### config.mk
export PLATFORM = sky130hd
export DESIGN_NAME = bdq_ram
export DESIGN_NICKNAME = d
export VERILOG_FILES = /design/src/bdq_ram.sv
export SDC_FILE = /design/constraint.sdc
export NUM_CORES = 2
export LEC_CHECK = 0
export CAP_MARGIN = 5
export CORE_ASPECT_RATIO = 0.8
export CORE_MARGIN = 3
export CORE_UTILIZATION = 45
export DETAILED_ROUTE_END_ITERATION = 12
export DONT_BUFFER_PORTS = 1
export GPL_TIMING_DRIVEN = 1
export PLACE_DENSITY = 0.67
export SLEW_MARGIN = 20
export SYNTH_ARGS = -nofsm -noshare
export SYNTH_HDL_FRONTEND = slang
export SYNTH_SLANG_ARGS = --single-unit
### constraint.sdc
create_clock -name clock -period 7.3 [get_ports clock]
set_input_delay 0 -clock clock [delete_from_list [all_inputs] [get_ports clock]]
set_output_delay 0 -clock clock [all_outputs]
set_load 0.02 [all_outputs]
### src/bdq_ram.sv
// Generic single-write, single-read RAM with registered read data.
module bdq_ram #(
   parameter int unsigned Width = 32,
   parameter int unsigned Depth = 128
) (
   input  logic                     clock,
   input  logic                     wr_en,
   input  logic [$clog2(Depth)-1:0] wr_addr,
   input  logic [Width-1:0]         wr_data,
   input  logic                     rd_en,
   input  logic [$clog2(Depth)-1:0] rd_addr,
   output logic [Width-1:0]         rd_data
);

   logic [Width-1:0] mem_ff [Depth];
   logic [Width-1:0] rd_data_ff;

   always_ff @(posedge clock) begin
      if (wr_en) begin
         mem_ff[wr_addr] <= wr_data;
      end
      if (rd_en) begin
         rd_data_ff <= mem_ff[rd_addr];
      end
   end

   assign rd_data = rd_data_ff;

endmodule

-- Yosys cells after proc, flatten, opt, wreduce, memory -nomap -nowiden
Memory sizes are Yosys's and may differ from the RTL's. A register that Yosys moved wholly into a read port is not among the register bits.
Cells that the tools add are included.
- register bits: 0
- memory bits (writable): 4096
- output and inout bits: 32
- logic and storage cells: 3
- memories kept: 1
- memories (memory ; depth ; width ; read ports ; clocked after memory_dff ; write ports ; RTL line ; source):
    mem_ff ; 128 ; 32 ; 1 ; 1 ; 1 ; 15 ; logic [Width-1:0] mem_ff [Depth];
- muxes and demuxes: 2
- operators with widths (operator ; number):
    2-to-1 mux 1 bit ; 2

-- Depth between registers and ports, before layout
- depth in word-level cells: 2
- gate-level depth with buffers: 8
- gate-level depth less buffers: 4

-- Worst setup path after synthesis
No wires, ideal clock.
- path kind: in2reg
- start: input wr_en
- end: memory mem_ff[98][0], enable pin
- library setup time: 0.461 ns
- data arrival time: 2.778 ns
- required time: 6.839 ns
- path slack: 4.061 ns
- stages: 3
- buffers on the path: 1
- cells stage by stage: clkbuf_1 > nand4_1 > nor3_1
- longest elaborated chain between the ends: 2
- RTL lines (item ; RTL line ; source):
    start, declared ; 7 ; input logic wr_en,
    2-to-1 mux 1 bit ; 19 ; if (wr_en) begin
    2-to-1 mux 1 bit (implied by the code) ; 20 ; mem_ff[wr_addr] <= wr_data;
    end, declared ; 15 ;
Every way passes these cells.

==> qor.txt <==
Top Ports -> 81
Max Slew Vio Count -> 0
Sequential Power Share -> 55.0%
detailed router's first-iteration violation count -> 12658
Vias -> 71554
Fillers -> 25807
Core Region -> 346000 um^2
Hold Vio Cnt, Final -> 0
Max Clock Skew -> 0.0271 ns
Reg2Reg Setup Slack -> 3.69 ns
worst flop-to-flop path endpoint -> rd_data[31]$_DFFE_PP_
Register-to-Register Path Depth -> 6
Syn-to-layout area delta -> 13.1%
Most common cell on crit path -> buf_16
Crit path largest cell delay -> 0.61 ns
crit end category -> register
vias in the first global route -> 70484
Max-slew headroom -> 22.7%
sw power -> 10.0 mW
Wirelength per Cell -> 36.5 um
I/O Buffers -> 0
overall routing resource usage -> 23.2%
combinational power share -> 5.2%
Syn. warnings -> 0
Reg-to-Reg Start -> mem_ff[22][31]$_DFFE_PP_
LEAKAGE -> 53.4 nW
initial core utilization -> 45.3%
busiest grt layer -> met1
CP top delay family -> buffers and inverters
CP Launch Type -> input port
Routed WL -> 412000 um
Worst-path clk slew -> 0.07 ns
met2 Use GR -> 33.0%
number of instances in the synthesized netlist -> 5990
met3 usage -> 8.93%
GR Util met1 -> 34.0%
initial antenna violation count -> 68
post-route ant nets -> 0
Post-Synthesis Net Count -> 6039
clock sinks -> 4128
row cnt -> 193
first-pass GRT wire length -> 571000 um
# setup viols final -> 0
#FFs+latches synth -> 4128
NumNets Final -> 6354
crit share post-route -> 55.9%
CP Class -> input port to register
internal power -> 37.8 mW
die width -> 666 um
Post-Synthesis Cell Area -> 157000 um^2
Hold Crit Depth -> 4
clock share of power -> 39.8%
Chip Height -> 534 um
drt drc -> 0
GPL Wtd Cong -> 0.784
die area -> 355000 um^2
Max Root-Sink Buffers -> 4
PD cells -> 270 nW/um^2
CTS tree -> done
hold crit path type -> input port to register
Skew-Pair Late Insertion Delay -> 0.89 ns
max_cap viols -> 0
Synth Area per Inst -> 26.1 um^2
Detailed Routing Iterations Pass 1 -> 5
Arr. time, crit path -> 4.72 ns
largest net degree at the start of global routing -> 241
Worst-Margin Slew -> 1.16 ns
vias per cell -> 6.33
worst IR drop on VDD -> 0.199 mV
CP max stage cell -> mux4_2
worst hold endpoint -> mem_ff[81][11]$_DFFE_PP_
Pwr Total -> 47.8 mW
Req. time, crit path -> 7.94 ns
share of layout cells above drive strength 1 -> 33.9%
pre-CTS WS -> 3.02 ns
Worst Hold Launch -> wr_addr[2]
outcome -> finished clean
CP Max Fanout -> 102
unrepaired setup endpoints after global routing -> no
grt ovf -> 0
crit-path cells -> buf_16 > buf_16 > buf_16 > buf_16 > mux4_2 > mux4_2 > mux4_2 > dlygate4sd3_1 > mux2_2 > dlygate4sd3_1
max frequency -> 0.245 GHz
Total Neg Setup Slack -> 0 ns
Tmin final -> 4.08 ns
Post-DP HPWL -> 203000 um
CTS buffer count -> 369
placed cell area -> 164000 um^2
final setup margin -> 3.22 ns
H-tree lvl count -> 5
Switching Share -> 21.0%
Buf/Inv on CP -> 6
CTS Root Cell -> clkbuf_16
post-route cell area -> 177000 um^2
Setup Fix Bufs, Post-CTS -> 0
Netlist cell types -> 16
post-synthesis sequential area ratio -> 79.2%
-- registers in the layout, indices dropped and copies added, names as in the netlist --
signal	cells
mem_ff	4096
rd_data	32
-- cell families after synthesis --
kind of cell / count (synthesis) / share of synthesized area, %
and+or+nand+nor: 170 / 0.445
muxes: 1376 / 19.6
buffers and inverters: 316 / 0.837
DFF: 4128 / 79.2
-- final cells by class --
class	instances	area, um^2	share of cell area (%)
antenna	147	368	0.208
clock buffer	433	9640	5.44
clock inverter	209	1920	1.08
multi-input combinational	1546	32300	18.2
sequential	4128	124000	70.0
tap	4582	5730	3.24
timing repair buffer	260	3250	1.83
-- cell usage after synthesis --
cell         n  area (um^2)
buf_2       79          395
edfxtp_1  4128       124000
nor3_1       9         45.0
nand2_1     14         52.6
mux2_2      32          360
buf_6        2         22.5
nand2b_1     2         12.5
nor2b_1      7         43.8
buf_4        3         22.5
mux4_2    1344        30300
nand3_1     12         60.1
buf_1       50          188
nor2_1     122          458
or3_1        1         6.26
clkbuf_1   182          683
nand4_1      3         18.8
-- worst register-to-register path, delay by kind of cell, from the launching register on --
family / cells / cell delay, ns
DFF: 1 / 0.37
buffers and inverters: 2 / 1.11
muxes: 4 / 1.89
-- cell usage in the layout (no fill, tap or decap), types with 34 or more instances in the layout --
cell type / instances
clkinv_2: 62
buf_16: 51
bufinv_16: 34
dlygate4sd3_1: 54
diode_2: 147
clkbuf_16: 377
clkbuf_1: 56
mux4_2: 1344
edfxtp_1: 4128
nor2_4: 119
clkinv_1: 79
buf_4: 144
-- layer usage --
layer	share of wire [%]	routed length, um
met3	15	62400
met1	38	158000
met5	0.18	761
met2	44	181000
met4	2.5	10300
-- metrics by stage --
stage | cells | hold WS [ns] | utilization (%)
3_3_place_gp | 10414 | 0.112 | 47.2
5_1_grt | 11189 | 0.0738 | 51.1
4_1_cts | 11158 | 0.0108 | 51.1
6_report | 11305 | 0.113 | 51.2
3_5_place_dp | 10422 | 0.113 | 47.3
2_1_floorplan | 5990 | 0.0989 | -
-- repair_timing --
action	4_1_cts	5_1_grt
hold endpoints to repair	4733	0
setup endpoints to repair	0	0
gates resized for setup	0	0
hold buffers	94	0
-- worst max path at each step --
| stage | startpoint | end | slack (ns) | depth (start not counted) |
|---|---|---|---|---|
| finish | rd_addr[2] | rd_data[31]$_DFFE_PP_ | 3.22 | 10 |
| global route | rd_addr[0] | rd_data[31]$_DFFE_PP_ | 3.17 | 8 |
| CTS | rd_addr[0] | rd_data[31]$_DFFE_PP_ | 3.39 | 8 |
| detailed placement | rd_addr[0] | rd_data[5]$_DFFE_PP_ | 3.02 | 7 |
| global placement | rd_addr[2] | rd_data[30]$_DFFE_PP_ | 2.66 | 6 |
| floorplan | wr_en | mem_ff[98][0]$_DFFE_PP_ | 4.06 | 3 |
-- power groups by stage --
stage	clock [mW]	sequential (mW)	combinational, mW
after global routing	20.2	26.3	2.59
after CTS	19.3	26.3	2.46
final	19.0	26.3	2.50
after detailed placement	0	26.8	1.88
after global placement	0	26.8	1.88
after floorplan	0	26.8	1.26
No activity file was read; power rests on OpenSTA's default activity.
